`src/hvni_pkg.sv`:
```
// Package for the hashed value-noise interpolator.
// Holds default parameters, hash constants, interpolation mode codes and register map.
// No dependencies.
package hvni_pkg;

  localparam int TABLE_BITS_DEF = 10;
  localparam int FRAC_BITS_DEF  = 16;

  localparam int HASH_STAGES = 4;
  localparam int WEIGHT_STAGES = 4;
  localparam int MAC_STAGES = 3;
  localparam int PIPE_STAGES = 1 + HASH_STAGES + MAC_STAGES;

  localparam logic [31:0] HASH_MUL  = 32'd60493;
  localparam logic [31:0] HASH_ADD1 = 32'd19990303;
  localparam logic [31:0] HASH_ADD2 = 32'd1376312589;
  localparam int HASH_XOR_SHIFT = 13;

  typedef enum logic [1:0] {
    MODE_NEAREST = 2'd0,
    MODE_LINEAR  = 2'd1,
    MODE_CUBIC   = 2'd2
  } interp_mode_t;

  localparam logic [1:0] MODE_RESET = MODE_CUBIC;

  localparam int CFG_ADDR_W = 3;
  localparam int CFG_DATA_W = 32;
  localparam logic REG_IDX_INTERP_MODE = 1'b0;

endpackage

```
`src/hvni_mac.sv`:
```
// Three-stage multiply-accumulate: four weighted lattice values, summed and scaled down.
// Uses hvni_pkg for the stage count.
module hvni_mac #(
  parameter int FRAC_BITS = hvni_pkg::FRAC_BITS_DEF
) (
  input  logic                                 clk,
  input  logic [hvni_pkg::MAC_STAGES-1:0]      stage_en,
  input  logic signed [FRAC_BITS+1:0]          lattice [4],
  input  logic signed [FRAC_BITS+3:0]          weight [4],
  output logic signed [FRAC_BITS+1:0]          noise_value
);

  localparam int LW = FRAC_BITS + 2;
  localparam int WW = FRAC_BITS + 4;
  localparam int PW = LW + WW;
  localparam int SW = PW + 2;

  logic signed [PW-1:0] prod_r [4];
  logic signed [SW-1:0] sum01_r, sum23_r;
  logic signed [SW-1:0] total, scaled;
  logic signed [LW-1:0] out_r;

  always_comb begin
    total  = sum01_r + sum23_r;
    scaled = total >>> (FRAC_BITS + 1);
  end

  always_ff @(posedge clk) begin
    if (stage_en[0]) begin
      for (int k = 0; k < 4; k++) begin
        prod_r[k] <= PW'(lattice[k]) * PW'(weight[k]);
      end
    end
    if (stage_en[1]) begin
      sum01_r <= SW'(prod_r[0]) + SW'(prod_r[1]);
      sum23_r <= SW'(prod_r[2]) + SW'(prod_r[3]);
    end
    if (stage_en[2]) begin
      out_r <= scaled[LW-1:0];
    end
  end

  assign noise_value = out_r;

endmodule

```
`config.mk`:
```
export PLATFORM = sky130hd
export DESIGN_NAME = hvni_mac
export DESIGN_NICKNAME = d
export VERILOG_FILES = /design/src/hvni_pkg.sv /design/src/hvni_mac.sv
export SDC_FILE = /design/constraint.sdc
export NUM_CORES = 2
export LEC_CHECK = 0
export ABC_AREA = 1
export BUFFER_PORTS_ARGS = -buffer_cell sky130_fd_sc_hd__buf_2
export CORE_ASPECT_RATIO = 1.1
export CORE_MARGIN = 8
export CORE_UTILIZATION = 60
export DETAILED_ROUTE_END_ITERATION = 7
export PLACE_DENSITY_LB_ADDON = 0.15
export SYNTH_ARGS = -nofsm -noshare
export SYNTH_HDL_FRONTEND = slang
export SYNTH_SLANG_ARGS = --single-unit
export TNS_END_PERCENT = 50
```
`constraint.sdc`:
```
create_clock -name clk -period 15.2 [get_ports clk]
set_input_delay 0.76 -clock clk [delete_from_list [all_inputs] [get_ports clk]]
set_output_delay 0.76 -clock clk [all_outputs]
set_load 0.05 [all_outputs]
```
==> flow_summary_export.csv <==
group,metric,value,unit
placement,dp_hpwl,154,mm
synthesis,synthCells,8741,
die,dieWidth,336,um
synthesis,yosysSeqAreaShare,0.101,
die,fp.dieH,368,um
critical_path,worst_path_largest_cell_delay,0.56,ns
cts,cts_root_buf,"clkbuf_16",
cts,cts_buffer_depth,3,
detailed_routing,wl,180,mm
die,io_pins,174,
die,coreArea,112000,um^2
grt,grt_pass1_vias,56400,
grt,gr-total-overflow,0,
sta,worstMarginPinSlew,0.900,ns
detailed_routing,viasPerCell,5.25,
critical_path,critPathArrivalTime,6.48,ns
cells_and_area,fin_nets,10600,
cts,clock-sinks,228,
cts,clk_latency,0.54,ns
sta,min_period,6.19,ns
placement,port_buffers,173,
critical_path,cpMaxStageDelayCell,"fa_1",
critical_path,critPathCaptureType,"register",
sta,tns,0,ns
cts,clk_pin_slew,0.07,ns
synthesis,netlist_area,67600,um^2
critical_path,required,15.49,ns
hold_path,hold_class,"register to register",
synthesis,synth_area_per_cell,7.73,um^2
die,die_area,124000,um^2
synthesis,ys_ff_latch,228,
sta,slew_headroom,0.400,
synthesis,syn-num-nets,10700,
critical_path,startpoint_type,"input port",
cts,tritoncts,"built",
synthesis,synth_ff_type,"edfxtp_1",
synthesis,synthArstFlopShare,0,
cts,cts_resized,0,
flow_run,max_cap_viol_count,0,
sta,fin_skew,0.0117,ns
cts,cts_buffers,24,
cts,ctsHtreeMaxLevel,1,
synthesis,ys_warn_count,0,
sta,max_clock_freq,0.162,GHz
cts,cts-hold-fix-buffers,0,
detailed_routing,vias,53400,
die,fp-row-count,129,
synthesis,synth_edf_count,228,
sta,hold_viol_final,0,
grt,antenna_found_initial,5,
critical_path,crit_fanout,20,
synthesis,synth_cell_types,46,
die,initial_utilization,0.603,
cells_and_area,drive_above_1_share,0.0388,
cts,cts_setup_buffers,0,
detailed_routing,dr.pass1.iters,6,
grt,grt_max_degree,73,
detailed_routing,route.detailed.drc,0,
critical_path,crit_type,"input port to register",
detailed_routing,wl_per_cell,17.7,um
grt,grtUsageTotal,0.297,
cells_and_area,areaGrowthSynthToFinish,3.79,%
critical_path,crit_chain,"buf_2 -> nand2_1 -> inv_1 -> fa_1 -> fa_1 -> ha_1 -> inv_1 -> fa_1 -> inv_1 -> fa_1 -> inv_1 -> fa_1 -> inv_1 -> ha_1 -> a21oi_1 -> a21boi_0 -> a21boi_0 -> nand3_1 -> nor2_1 -> nor2_1",
sta,final.period_utilization,0.407,
sta,setup_viol,0,
cells_and_area,fillCellCount,10200,
outcome,status,"completed",
detailed_routing,drt_iter0_markers,3839,
sta,grt_setup_unrepaired,"no",
critical_path,worst-path-buf-inv,6,
placement,gp_congestion,1.00,
grt,grt_pass1_wl,294,mm
detailed_routing,ant_nets,0,
critical_path,critical_path.top_delay_family,"adder cells",
sta,drv_slew,0,
## cells in the final DEF (no fill, tap or decap), types with 8 or more instances in the layout
master and count:
o21ai_0 116, o21a_1 15, fa_1 1354, clkbuf_16 25, nand3b_1 18, a21boi_0 10
nor2_1 382, o21ai_1 25, or2_2 21, nand3_1 204, buf_2 172, a31oi_1 11
a21oi_1 225, a21oi_2 11, inv_1 2668, o21bai_1 26, xnor2_1 38, edfxtp_1 228
a21o_1 20, xor2_1 122, ha_1 473, nor2_2 13, nor4_1 8, nand2_2 34
inv_2 8, nor3_1 39, nand2_1 2280, nand4_1 45
## area by class of cell
cell class | instances | area (um^2) | area share
Antenna cell | 4 | 10.0 | 0.000143
Tap cell | 1506 | 1880 | 0.0269
Inverter | 2677 | 10000 | 0.143
Sequential cell | 228 | 6850 | 0.0976
Clock inverter | 19 | 294 | 0.00419
Clock buffer | 25 | 626 | 0.00892
Multi-Input combinational cell | 5535 | 49500 | 0.706
Timing Repair Buffer | 176 | 895 | 0.0128
## synth_stat cells, types with 11 or more instances
| cell | instances | area (um^2) |
|---|---|---|
| inv_1 | 2668 | 10000 |
| nand2_1 | 2280 | 8560 |
| fa_1 | 1354 | 27100 |
| ha_1 | 473 | 5920 |
| nor2_1 | 382 | 1430 |
| clkbuf_1 | 251 | 942 |
| edfxtp_1 | 228 | 6850 |
| a21oi_1 | 225 | 1130 |
| nand3_1 | 204 | 1020 |
| xor2_1 | 122 | 1070 |
| o21ai_0 | 116 | 581 |
| nand4_1 | 45 | 282 |
| nor3_1 | 39 | 195 |
| xnor2_1 | 38 | 333 |
| nand2_2 | 34 | 213 |
| buf_1 | 33 | 124 |
| o21bai_1 | 26 | 195 |
| o21ai_1 | 25 | 125 |
| or2_2 | 21 | 131 |
| a21o_1 | 20 | 150 |
| nand3b_1 | 18 | 135 |
| buf_2 | 15 | 75.1 |
| o21a_1 | 15 | 113 |
| nor2_2 | 13 | 81.3 |
| a21oi_2 | 11 | 96.3 |
| a31oi_1 | 11 | 68.8 |
## layer usage
layer,wire length (um),up-vias,GRT usage
li1,-,24800,-
met5,26,-,0
met4,5730,4,0.0812
met3,11100,368,0.0273
met1,73400,26300,0.397
met2,89700,1924,0.518
## metrics by stage
step / area, um^2 / cells / setup slack [ns] / hold slack [ns] / util
2_1_floorplan: 67600 / 8741 / 9.25 / 0.513 / -
3_3_place_gp: 69200 / 10100 / 8.54 / 0.531 / 0.618
3_5_place_dp: 69200 / 10100 / 8.50 / 0.547 / 0.618
4_1_cts: 70100 / 10200 / 9.08 / 0.571 / 0.626
5_1_grt: 70100 / 10200 / 8.59 / 0.615 / 0.626
6_report: 70100 / 10200 / 9.01 / 0.576 / 0.626
## final timing paths
path	cells after the start	start	slack [ns]	to
worst max register to register	13	prod_r[1][0]	12.37	sum01_r[28]
worst min-delay path	1	prod_r[2][0]	0.58	sum23_r[0]
worst min register to register	1	prod_r[2][0]	0.58	sum23_r[0]
worst max-delay path	20	lattice[0]	9.01	prod_r[3][28]
## state kept, by name, indices dropped and copies added (netlist names)
name / count
sum01_r: 35
prod_r: 140
noise_value: 18
sum23_r: 35
## cell families (layout without fill, tap and decap cells)
kind of cell | Yosys count | count (layout) | share of synthesized area
AO/OA/AOI/OAI | 478 | 478 | 0.0403
XOR/XNOR | 160 | 160 | 0.0207
adder cells (fa/ha/maj) | 1827 | 1827 | 0.489
buffers and inverters | 2978 | 2897 | 0.166
flip-flops | 228 | 228 | 0.101
other | 0 | 4 | 0
AND/OR/NAND/NOR | 3070 | 3070 | 0.183
Power is not shown: default switching activity piles up to over one toggle a cycle in this logic, so the estimate is an artifact.
