**src/hvni_pkg.sv**
```systemverilog
// Package for the hashed value-noise interpolator.
// Holds default parameters, hash constants, interpolation mode codes and register map.
// No dependencies.
package hvni_pkg;

  localparam int TABLE_BITS_DEF = 10;
  localparam int FRAC_BITS_DEF  = 16;

  localparam int HASH_STAGES = 4;
  localparam int WEIGHT_STAGES = 4;
  localparam int MAC_STAGES = 3;
  localparam int PIPE_STAGES = 1 + HASH_STAGES + MAC_STAGES;

  localparam logic [31:0] HASH_MUL  = 32'd60493;
  localparam logic [31:0] HASH_ADD1 = 32'd19990303;
  localparam logic [31:0] HASH_ADD2 = 32'd1376312589;
  localparam int HASH_XOR_SHIFT = 13;

  typedef enum logic [1:0] {
    MODE_NEAREST = 2'd0,
    MODE_LINEAR  = 2'd1,
    MODE_CUBIC   = 2'd2
  } interp_mode_t;

  localparam logic [1:0] MODE_RESET = MODE_CUBIC;

  localparam int CFG_ADDR_W = 3;
  localparam int CFG_DATA_W = 32;
  localparam logic REG_IDX_INTERP_MODE = 1'b0;

endpackage

```
**src/hvni_hash.sv**
```systemverilog
// Four-stage pipelined lattice hash: index to signed fixed-point lattice value.
// Uses hvni_pkg for the hash constants.
module hvni_hash #(
  parameter int TABLE_BITS = hvni_pkg::TABLE_BITS_DEF,
  parameter int FRAC_BITS  = hvni_pkg::FRAC_BITS_DEF
) (
  input  logic                                 clk,
  input  logic [hvni_pkg::HASH_STAGES-1:0]     stage_en,
  input  logic [TABLE_BITS-1:0]                idx,
  output logic signed [FRAC_BITS+1:0]          lattice
);

  localparam int LW = FRAC_BITS + 2;
  localparam int SH = 30 - FRAC_BITS;
  localparam logic [LW-1:0] ONE_L = LW'(1) << FRAC_BITS;
  localparam logic [31:0] CEIL_ADD = (32'd1 << SH) - 32'd1;

  logic [TABLE_BITS-1:0] m;
  logic [31:0] m32;
  logic [31:0] sq_nxt, t_nxt, p_nxt;
  logic [30:0] nn;
  logic [31:0] ceil_sum, ceil_q;
  logic [LW-1:0] lat_nxt;

  logic [31:0] m1_r, sq1_r, m2_r, t2_r, p3_r;
  logic signed [LW-1:0] lat4_r;

  always_comb begin
    m        = idx ^ (idx >> hvni_pkg::HASH_XOR_SHIFT);
    m32      = 32'(m);
    sq_nxt   = m32 * m32;
    t_nxt    = sq1_r * hvni_pkg::HASH_MUL + hvni_pkg::HASH_ADD1;
    p_nxt    = t2_r * m2_r;
    nn       = p3_r[30:0] + hvni_pkg::HASH_ADD2[30:0];
    ceil_sum = {1'b0, nn} + CEIL_ADD;
    ceil_q   = ceil_sum >> SH;
    lat_nxt  = ONE_L - ceil_q[LW-1:0];
  end

  always_ff @(posedge clk) begin
    if (stage_en[0]) begin
      m1_r  <= m32;
      sq1_r <= sq_nxt;
    end
    if (stage_en[1]) begin
      m2_r <= m1_r;
      t2_r <= t_nxt;
    end
    if (stage_en[2]) begin
      p3_r <= p_nxt;
    end
    if (stage_en[3]) begin
      lat4_r <= signed'(lat_nxt);
    end
  end

  assign lattice = lat4_r;

endmodule

```
**config.mk**
```make
export PLATFORM = sky130hd
export DESIGN_NAME = hvni_hash
export DESIGN_NICKNAME = d
export VERILOG_FILES = /design/src/hvni_pkg.sv /design/src/hvni_hash.sv
export SDC_FILE = /design/constraint.sdc
export NUM_CORES = 1
export LEC_CHECK = 0
export ABC_AREA = 1
export BUFFER_PORTS_ARGS = -buffer_cell sky130_fd_sc_hd__buf_2
export CAP_MARGIN = 40
export CORE_MARGIN = 2
export CORE_UTILIZATION = 50
export DETAILED_ROUTE_END_ITERATION = 8
export GPL_ROUTABILITY_DRIVEN = 0
export PLACE_DENSITY = 0.66
export SLEW_MARGIN = 20
export SYNTH_ARGS = -nofsm -noshare
export SYNTH_HDL_FRONTEND = slang
export SYNTH_SLANG_ARGS = --single-unit
```
**constraint.sdc**
```tcl
create_clock -name clk -period 9.3 [get_ports clk]
set_input_delay 0.465 -clock clk [delete_from_list [all_inputs] [get_ports clk]]
set_output_delay 0.465 -clock clk [all_outputs]
set_load 0.03 [all_outputs]
```
==> metrics.md <==
| Metric | Value |
|---|---|
| Grt ovf | 0 |
| Reg2Reg Depth | 20 |
| Clock transition at path regs | 60 ps |
| Post-synth ARST share | 0% |
| Initial antenna violation count | 1 |
| Clock Path Buffers | 2 |
| Slew headroom | 55.2% |
| Number of synthesized flops with an enable pin | 117 |
| Critical path arrival | 5930 ps |
| Final min period | 5770 ps |
| Crit-path cells | inv_1 -> fa_1 -> inv_1 -> fa_1 -> fa_1 -> inv_1 -> fa_1 -> fa_1 -> inv_1 -> fa_1 -> ha_1 -> nand2_1 -> o21ai_0 -> a21oi_1 -> o21ai_0 -> nand2_1 -> inv_1 -> nor2_1 -> o21ai_0 -> xor2_1 |
| FILL cells | 4087 |
| CTS tree | done |
| Area of the multi-input gates | 15700 sq um |
| Seq cells post-synth | 117 |
| Final wirelength | 47800 microns |
| Dpl hpwl | 40200 microns |
| Syn-to-layout area delta | 6.27% |
| Htree depth | 4 |
| Vias/cell | 4.99 |
| Ant. Diodes | 0 |
| Setup_tns | 0 ps |
| Post-cts sizing count | 0 |
| Critical path buffers and inverters | 5 |
| DR WL/cell | 14.6 microns |
| Core area | 43900 sq um |
| Maxcap violations | 0 |
| CP most frequent cell | fa_1 |
| Status | complete, no violations |
| Router iterations before antenna repair | 5 |
| Worst path slowest cell | edfxtp_1 |
| Worst slew pin tran | 673 ps |
| DR DRC count | 0 |
| CP Capture Type | register |
| Vias in the first global route | 17600 |
| Crit path max fanout | 10 |
| Synth cell types | 48 |
| Initial Util | 50.4% |
| I/O pins | 33 |
| Die height | 214 microns |
| CP required | 9470 ps |
| TritonCTS Sinks | 117 |
| Setup Crit Path Kind | reg2reg |
| Setup Buffers After CTS | 0 |
| DRT iter0 DRCs | 923 |
| Clock Skew | 12.0 ps |
| Via count | 16300 |
| Rows | 77 |
| WP depth | 20 |
| Cells after synthesis | 2658 |
| Synth Warn # | 0 |
| Slowest stage delay, CP | 710 ps |
| Global-route wire length before repair | 83900 microns |
| Antenna Nets Post-Route | 0 |
| Register Area | 3510 sq um |
| Gr usage total | 22.4% |
| Die X | 214 microns |
| Layout cell share with drive strength beyond 1 | 5.75% |
| Tcrit/Tclk final | 62.0% |
| Worst Hold Class | in2reg |
| Skew-Pair Late Insertion Delay | 430 ps |
| Largest net degree at the start of global routing | 41 |
| Top_reg_cell synth | edfxtp_1 |
| RSZ-0062 raised after global routing | false |
| Cell family with most CP delay | adder cells |
| Sequential fraction of the synthesis area | 15.9% |
| Final Max Slew Viols | 0 |
| CTS Buf Count | 17 |
| Final Hold Fails | 0 |
| Max frequency | 0.173 GHz |
| Worst hold stages | 1 |
| Critical Path Start Type | register |
| Die ar. | 46000 sq um |
| Clock root buffer | clkbuf_16 |
| Area of the mapped netlist | 22100 sq um |
| Nets | 3256 |
| Post-Syn Area per Cell | 8.33 sq um |
| Flop2flop setup slack | 3530 ps |
| Number of port buffers | 32 |
| Hold WS | 387 ps |
| Hold-fix buffers, CTS | 0 |
| Setup violators final | 0 |
layer usage:
metal	part of all wire, %	global-route usage (%)	up-vias
met3	3.3	2.67	60
met4	1.9	6.39	2
met2	51	40.7	304
met1	43	28.1	8003
met5	0.015	0	-
li1	-	-	7936
layout by cell type, fill, tap and decap left out, types with 3 or more instances in the layout:
master and count:
a211oi_1 3, a21boi_0 8, a21o_1 5, a21oi_1 69, a31oi_1 8, buf_2 32, buf_4 7, clkbuf_16 17
clkinv_4 6, clkinvlp_4 5, conb_1 8, edfxtp_1 117, fa_1 342, ha_1 234, inv_1 713, inv_2 11
nand2_1 604, nand2_2 24, nand3_1 79, nand3_2 5, nand3_4 3, nand3b_1 6, nand4_1 32, nor2_1 111
nor2_2 14, nor2_4 12, nor2_8 3, nor3_1 9, nor4_1 5, o211ai_1 4, o21a_1 5, o21ai_0 28
o21ai_1 3, o21bai_1 3, xnor2_1 45, xor2_1 73
registers in the layout, indices dropped and copies added, names as in the netlist:
register	count
p3_r	31
t2_r	30
sq1_r	19
lattice	18
m2_r	10
m1_r	9
worst paths after layout:
path,startpoint,to
hold / removal,stage_en[1],t2_r[9]$_DFFE_PP_
setup reg to reg,sq1_r[2]$_DFFE_PP_,t2_r[26]$_DFFE_PP_
hold reg to reg,m1_r[9]$_DFFE_PP_,m2_r[9]$_DFFE_PP_
setup / recovery,sq1_r[2]$_DFFE_PP_,t2_r[26]$_DFFE_PP_
logic make-up after synthesis:
kind of cell / Yosys count / share of synthesized area [%]
adder cells (fa/ha/maj): 576 / 44.2
flip-flops: 117 / 15.9
other: 2 / 0.0339
buffers and inverters: 786 / 13.4
AND/OR/NAND/NOR: 913 / 18.0
XOR/XNOR: 119 / 4.79
AO/OA/AOI/OAI: 145 / 3.79
cell type report:
type,count,share of cell area [%]
multi-input cells,1761,66.7
flip-flops and latches,117,14.9
inverters,725,11.6
well taps,592,3.15
clock buffers,17,1.81
repair buffers,43,1.16
clock inverters,15,0.681
through the flow:
step	instance area [sq um]	util (%)	std cells	worst slack, ps
floorplan	22200	-	2664	3870
global placement	22900	52.1	3234	3400
detailed placement	22900	52.1	3236	3480
CTS	23500	53.5	3268	3460
global route	23500	53.5	3270	3140
finish	23500	53.5	3270	3530
Yosys cell counts (9+ instances only):
library cell	instances	area [sq um]
inv_1	713	2680
nand2_1	604	2270
fa_1	342	6850
ha_1	234	2930
edfxtp_1	117	3510
nor2_1	111	417
nand3_1	79	395
xor2_1	73	639
a21oi_1	69	345
clkbuf_1	50	188
xnor2_1	45	394
nand4_1	32	200
o21ai_0	28	140
nand2_2	24	150
nor2_2	14	87.6
nor2_4	12	135
inv_2	11	41.3
nor3_1	9	45.0
worst reg2reg max path: stages (launching register included):
cell and delay (ps):
edfxtp_1 710, inv_1 180, fa_1 560, inv_1 50, fa_1 460, fa_1 490, inv_1 50, fa_1 440
fa_1 490, inv_1 50, fa_1 430, ha_1 360, nand2_1 80, o21ai_0 170, a21oi_1 100, o21ai_0 330
nand2_1 110, inv_1 90, nor2_1 60, o21ai_0 210, xor2_1 100
Power is not shown: default switching activity piles up to over one toggle a cycle in this logic, so the estimate is an artifact.
