--- config.mk ---
export PLATFORM = sky130hd
export DESIGN_NAME = hvni_weight
export DESIGN_NICKNAME = d
export VERILOG_FILES = /design/src/hvni_pkg.sv /design/src/hvni_weight.sv
export SDC_FILE = /design/constraint.sdc
export NUM_CORES = 1
export LEC_CHECK = 0
export BUFFER_PORTS_ARGS = -buffer_cell sky130_fd_sc_hd__buf_2
export CORE_UTILIZATION = 35
export DETAILED_ROUTE_END_ITERATION = 16
export GPL_ROUTABILITY_DRIVEN = 1
export GPL_TIMING_DRIVEN = 0
export PLACE_DENSITY_LB_ADDON = 0.2
export SLEW_MARGIN = 15
export SYNTH_ARGS = -nofsm -noshare
export SYNTH_HDL_FRONTEND = slang
export SYNTH_SLANG_ARGS = --single-unit
--- constraint.sdc ---
create_clock -name clk -period 9.8 [get_ports clk]
set_input_delay 0.49 -clock clk [delete_from_list [all_inputs] [get_ports clk]]
set_output_delay 0.49 -clock clk [all_outputs]
set_load 0.1 [all_outputs]
--- src/hvni_pkg.sv ---
// Package for the hashed value-noise interpolator.
// Holds default parameters, hash constants, interpolation mode codes and register map.
// No dependencies.
package hvni_pkg;

  localparam int TABLE_BITS_DEF = 10;
  localparam int FRAC_BITS_DEF  = 16;

  localparam int HASH_STAGES = 4;
  localparam int WEIGHT_STAGES = 4;
  localparam int MAC_STAGES = 3;
  localparam int PIPE_STAGES = 1 + HASH_STAGES + MAC_STAGES;

  localparam logic [31:0] HASH_MUL  = 32'd60493;
  localparam logic [31:0] HASH_ADD1 = 32'd19990303;
  localparam logic [31:0] HASH_ADD2 = 32'd1376312589;
  localparam int HASH_XOR_SHIFT = 13;

  typedef enum logic [1:0] {
    MODE_NEAREST = 2'd0,
    MODE_LINEAR  = 2'd1,
    MODE_CUBIC   = 2'd2
  } interp_mode_t;

  localparam logic [1:0] MODE_RESET = MODE_CUBIC;

  localparam int CFG_ADDR_W = 3;
  localparam int CFG_DATA_W = 32;
  localparam logic REG_IDX_INTERP_MODE = 1'b0;

endpackage

--- src/hvni_weight.sv ---
// Four-stage pipeline that turns the phase fraction into four interpolation weights.
// Uses hvni_pkg for the mode codes.
module hvni_weight #(
  parameter int FRAC_BITS = hvni_pkg::FRAC_BITS_DEF
) (
  input  logic                                 clk,
  input  logic [hvni_pkg::WEIGHT_STAGES-1:0]   stage_en,
  input  logic [FRAC_BITS-1:0]                 frac,
  input  logic [1:0]                           mode,
  output logic signed [FRAC_BITS+3:0]          weight [4]
);

  localparam int WW = FRAC_BITS + 4;
  localparam int PW = 2 * FRAC_BITS;
  localparam logic signed [WW-1:0] TWO_ONE = WW'(1) <<< (FRAC_BITS + 1);

  logic [PW-1:0] ff, fx;
  logic signed [WW-1:0] sx2, sx3, sf;
  logic signed [WW-1:0] w_nxt [4];

  logic [FRAC_BITS-1:0] x2_1_r, f1_r, x2_2_r, x3_2_r, f2_r;
  logic [1:0] mode1_r, mode2_r;
  logic signed [WW-1:0] w3_r [4];
  logic signed [WW-1:0] w4_r [4];

  always_comb begin
    ff  = PW'(frac) * PW'(frac);
    fx  = PW'(x2_1_r) * PW'(f1_r);
    sx2 = signed'(WW'(x2_2_r));
    sx3 = signed'(WW'(x3_2_r));
    sf  = signed'(WW'(f2_r));
    unique case (mode2_r)
      hvni_pkg::MODE_NEAREST: begin
        w_nxt[0] = '0;
        w_nxt[1] = TWO_ONE;
        w_nxt[2] = '0;
        w_nxt[3] = '0;
      end
      hvni_pkg::MODE_LINEAR: begin
        w_nxt[0] = '0;
        w_nxt[1] = TWO_ONE - (sf <<< 1);
        w_nxt[2] = sf <<< 1;
        w_nxt[3] = '0;
      end
      default: begin
        w_nxt[0] = (sx2 <<< 1) - sx3 - sf;
        w_nxt[1] = (sx3 <<< 1) + sx3 - (sx2 <<< 2) - sx2 + TWO_ONE;
        w_nxt[2] = (sx2 <<< 2) + sf - (sx3 <<< 1) - sx3;
        w_nxt[3] = sx3 - sx2;
      end
    endcase
  end

  always_ff @(posedge clk) begin
    if (stage_en[0]) begin
      x2_1_r  <= ff[PW-1:FRAC_BITS];
      f1_r    <= frac;
      mode1_r <= mode;
    end
    if (stage_en[1]) begin
      x3_2_r  <= fx[PW-1:FRAC_BITS];
      x2_2_r  <= x2_1_r;
      f2_r    <= f1_r;
      mode2_r <= mode1_r;
    end
    for (int k = 0; k < 4; k++) begin
      if (stage_en[2]) begin
        w3_r[k] <= w_nxt[k];
      end
      if (stage_en[3]) begin
        w4_r[k] <= w3_r[k];
      end
    end
  end

  assign weight = w4_r;

endmodule

==> parameters.txt <==
Parameter                              Value

STA
  Hold slack final ... 115 ps
  Setup repair after global routing missed its margin ... false
  Worst clock skew on the final layout ... 13.2 ps
  Highest achievable clock rate ... 138 MHz
  Final setup fails ... 0
  Post-route clock period utilization ... 74.2%
  Total negative slack for setup checks ... 0 ps
  Worst Max-Slew Pin Slew ... 964 ps
  Max-slew violations ... 0
  Final hold violation count ... 0
  Max transition margin ... 35.7%
  Min Clock Period, post-route ... 7270 ps

Global route
  Pin count of the biggest net entering global routing ... 68
  Initial antenna violation count ... 0
  Routing usage on met2 ... 32.3%
  Wire length of the first global-routing pass ... 113,000 µm
  Number of global-route vias before repair ... 20,700
  Global-route congestion overflow total ... 0
  Total routing usage reported by global routing ... 17.7%
  Most Used Layer, Global Route ... met2
  GR Util met3 ... 1.24%
  Global routing usage on met1 ... 22.2%

Route
  Sum of routed wire length over all layers ... 71,600 µm
  First-pass iteration count of the detailed router ... 5
  Number of vias in the routed layout ... 19,400
  DRC errors left ... 0
  Detail-routed net length per standard cell ... 17.8 µm
  DRT iter0 DRCs ... 808
  Count of nets left with antenna violations after detail routing ... 0
  Routed via count divided by cell count ... 4.82

Outcome
  Status ... finished clean

Clock network
  Worst skew pair latency ... 560 ps
  Clock root cell ... sky130_fd_sc_hd__clkbuf_16
  TritonCTS clock tree ... yes
  Total number of clock tree sinks ... 232
  # hold bufs at CTS ... 0
  Clock-pin slew on the worst setup and hold paths ... 60 ps
  Number of clock buffers inserted by TritonCTS ... 26
  Count of instances resized after the clock tree is built ... 0
  H-Tree Depth ... 1
  Post-CTS Setup Inserts ... 0
  Maximum buffer depth of the clock tree ... 3

Critical path
  Required time reported for the critical path endpoint ... 10,080 ps
  Cells on worst reg2reg path ... 20
  Nature of the critical path endpoint ... flop
  Data arrival, critical path ... 7550 ps
  Worst Path Max Fanout ... 10
  Crit start category ... flop
  Critical path class ... reg -> reg

Cells and area
  Most frequent cells in the layout ... sky130_fd_sc_hd__inv_1, sky130_fd_sc_hd__fa_1, sky130_fd_sc_hd__ha_1
  Fraction of layout instances using a drive strength above 1 ... 5.97%
  Area of the multi-input gates ... 18,800 µm²
  Fill cells ... 7,920
  Area Overhead vs Synth ... 9.67%
  Sequential cell area ... 6970 µm²
  Final nets ... 3,686
  Layout Cells excl Fill ... 4,015
  Commonest non-fill, non-tap cell in the layout ... sky130_fd_sc_hd__inv_1

Placed design
  Estimated wirelength of the detail-placed design ... 60,200 µm
  Placed Instances ... 3,966
  Placer congestion estimate ... 0.934
  Count of input and output buffers ... 102

Synth
  Area fraction of the dominant cell type after synthesis ... 27.6%
  Proportion of synthesized chip area in sequential cells ... 24.6%
  Largest area contributor in the synthesized netlist ... sky130_fd_sc_hd__fa_1
  EDFF count, synth ... 232
  Syn nets ... 3,554
  Top FF cell, synth ... sky130_fd_sc_hd__edfxtp_1
  Post-Syn Instances ... 2,812
  Netlist area before placement ... 28,300 µm²
  Yosys warning total ... 0
  Synth top area cells ... sky130_fd_sc_hd__fa_1, sky130_fd_sc_hd__edfxtp_1, sky130_fd_sc_hd__ha_1
  Post-synth ARST share ... 0%
  Number of synthesized register bits ... 232
  Avg Inst Size Synth ... 10.1 µm²
  Synth unique cells ... 69

Min path
  Hold-critical path depth ... 1
  Type of the worst min-delay path ... in -> reg

Floorplan
  Starting density of the core ... 35.6%
  Die Span Y ... 286 µm
  Area enclosed by the die boundary ... 81,900 µm²
  I/O pin total ... 103
  Die Width ... 286 µm
  Core Footprint ... 79,500 µm²
  Count of standard-cell rows ... 103

Flow run
  Max-capacitance violation count ... 0
## per-stage QoR
step	util, %	setup slack, ps	cell area, µm²
finish	39.0	2530	31000
detailed placement	37.9	2490	30200
CTS	39.0	2470	31000
floorplan	-	3830	28300
global route	39.0	2240	31000
global placement	37.8	2560	30100
## layout make-up
class | count | area share (%)
inverters | 578 | 7.00
flip-flops and latches | 232 | 22.5
clock inverters | 21 | 0.545
plain buffers | 74 | 0.977
clock buffers | 27 | 2.18
diodes | 1 | 0.00807
repair buffers | 104 | 1.85
multi-input cells | 1928 | 60.7
well taps | 1050 | 4.24
## path summary, 6_finish.rpt
kind / from / endpoint / slack, ps
max: x2_1_r[10] / x3_2_r[13] / 2530
max reg2reg: x2_1_r[10] / x3_2_r[13] / 2530
min: mode[0] / mode1_r[0] / 110
min reg2reg: w3_r[1][7] / weight[47] / 420
## routing by layer
metal  routed length [µm]  part of all wire (%)
met2                36000                    50
met4                 2190                   3.1
met3                 2510                   3.5
met5                    0                     0
met1                30900                    43
## cells by family (layout without fill, tap and decap cells)
kind of cell,Yosys count,in the layout,synth area share [%]
simple gates,752,752,12.9
other cells,0,1,0
mux,7,7,0.252
compound gates,336,336,7.75
xor+xnor,114,114,3.53
flops,232,232,24.6
buf+inv,652,804,8.75
fa+ha+maj,719,719,42.2
## Yosys cell counts, types with 4 or more instances
cell type	instances
sky130_fd_sc_hd__a211oi_1	19
sky130_fd_sc_hd__a21boi_0	4
sky130_fd_sc_hd__a21boi_1	5
sky130_fd_sc_hd__a21o_1	37
sky130_fd_sc_hd__a21oi_1	82
sky130_fd_sc_hd__a31o_2	4
sky130_fd_sc_hd__a31oi_1	11
sky130_fd_sc_hd__and2_1	167
sky130_fd_sc_hd__and3_1	13
sky130_fd_sc_hd__and4_1	4
sky130_fd_sc_hd__buf_4	6
sky130_fd_sc_hd__clkbuf_1	65
sky130_fd_sc_hd__edfxtp_1	232
sky130_fd_sc_hd__fa_1	390
sky130_fd_sc_hd__ha_1	329
sky130_fd_sc_hd__inv_1	576
sky130_fd_sc_hd__mux2i_1	6
sky130_fd_sc_hd__nand2_1	301
sky130_fd_sc_hd__nand2b_1	16
sky130_fd_sc_hd__nand3_1	33
sky130_fd_sc_hd__nand3b_1	5
sky130_fd_sc_hd__nand4_1	10
sky130_fd_sc_hd__nor2_1	97
sky130_fd_sc_hd__nor2b_1	22
sky130_fd_sc_hd__nor3_1	48
sky130_fd_sc_hd__nor3b_1	6
sky130_fd_sc_hd__nor4_1	6
sky130_fd_sc_hd__o211ai_1	6
sky130_fd_sc_hd__o21a_1	17
sky130_fd_sc_hd__o21ai_0	71
sky130_fd_sc_hd__o21ai_1	15
sky130_fd_sc_hd__o21bai_1	14
sky130_fd_sc_hd__o31a_1	7
sky130_fd_sc_hd__o31ai_1	7
sky130_fd_sc_hd__or2_2	7
sky130_fd_sc_hd__or3_1	11
sky130_fd_sc_hd__xnor2_1	78
sky130_fd_sc_hd__xor2_1	36
## registers in the layout (all words and copies together), names as in the netlist
register and cells:
f1_r 16, f2_r 16, mode1_r 2, mode2_r 2, w3_r 74, weight 74, x2_1_r 16, x2_2_r 16
x3_2_r 16
## worst max-delay path: stages, from the launching register on
cell and delay [ps]:
sky130_fd_sc_hd__edfxtp_1 730, sky130_fd_sc_hd__clkbuf_1 540, sky130_fd_sc_hd__nand2_1 160, sky130_fd_sc_hd__fa_1 510, sky130_fd_sc_hd__fa_1 540, sky130_fd_sc_hd__inv_1 80
sky130_fd_sc_hd__fa_1 570, sky130_fd_sc_hd__fa_1 450, sky130_fd_sc_hd__fa_1 570, sky130_fd_sc_hd__inv_1 60, sky130_fd_sc_hd__fa_1 540, sky130_fd_sc_hd__inv_1 40
sky130_fd_sc_hd__ha_1 370, sky130_fd_sc_hd__a21oi_1 120, sky130_fd_sc_hd__nand2b_1 160, sky130_fd_sc_hd__a31oi_1 260, sky130_fd_sc_hd__nor4_1 80, sky130_fd_sc_hd__a21oi_1 640
sky130_fd_sc_hd__a41oi_1 270, sky130_fd_sc_hd__o21ai_1 200, sky130_fd_sc_hd__a32oi_1 90
Power is not shown: default switching activity piles up to over one toggle a cycle in this logic, so the estimate is an artifact.
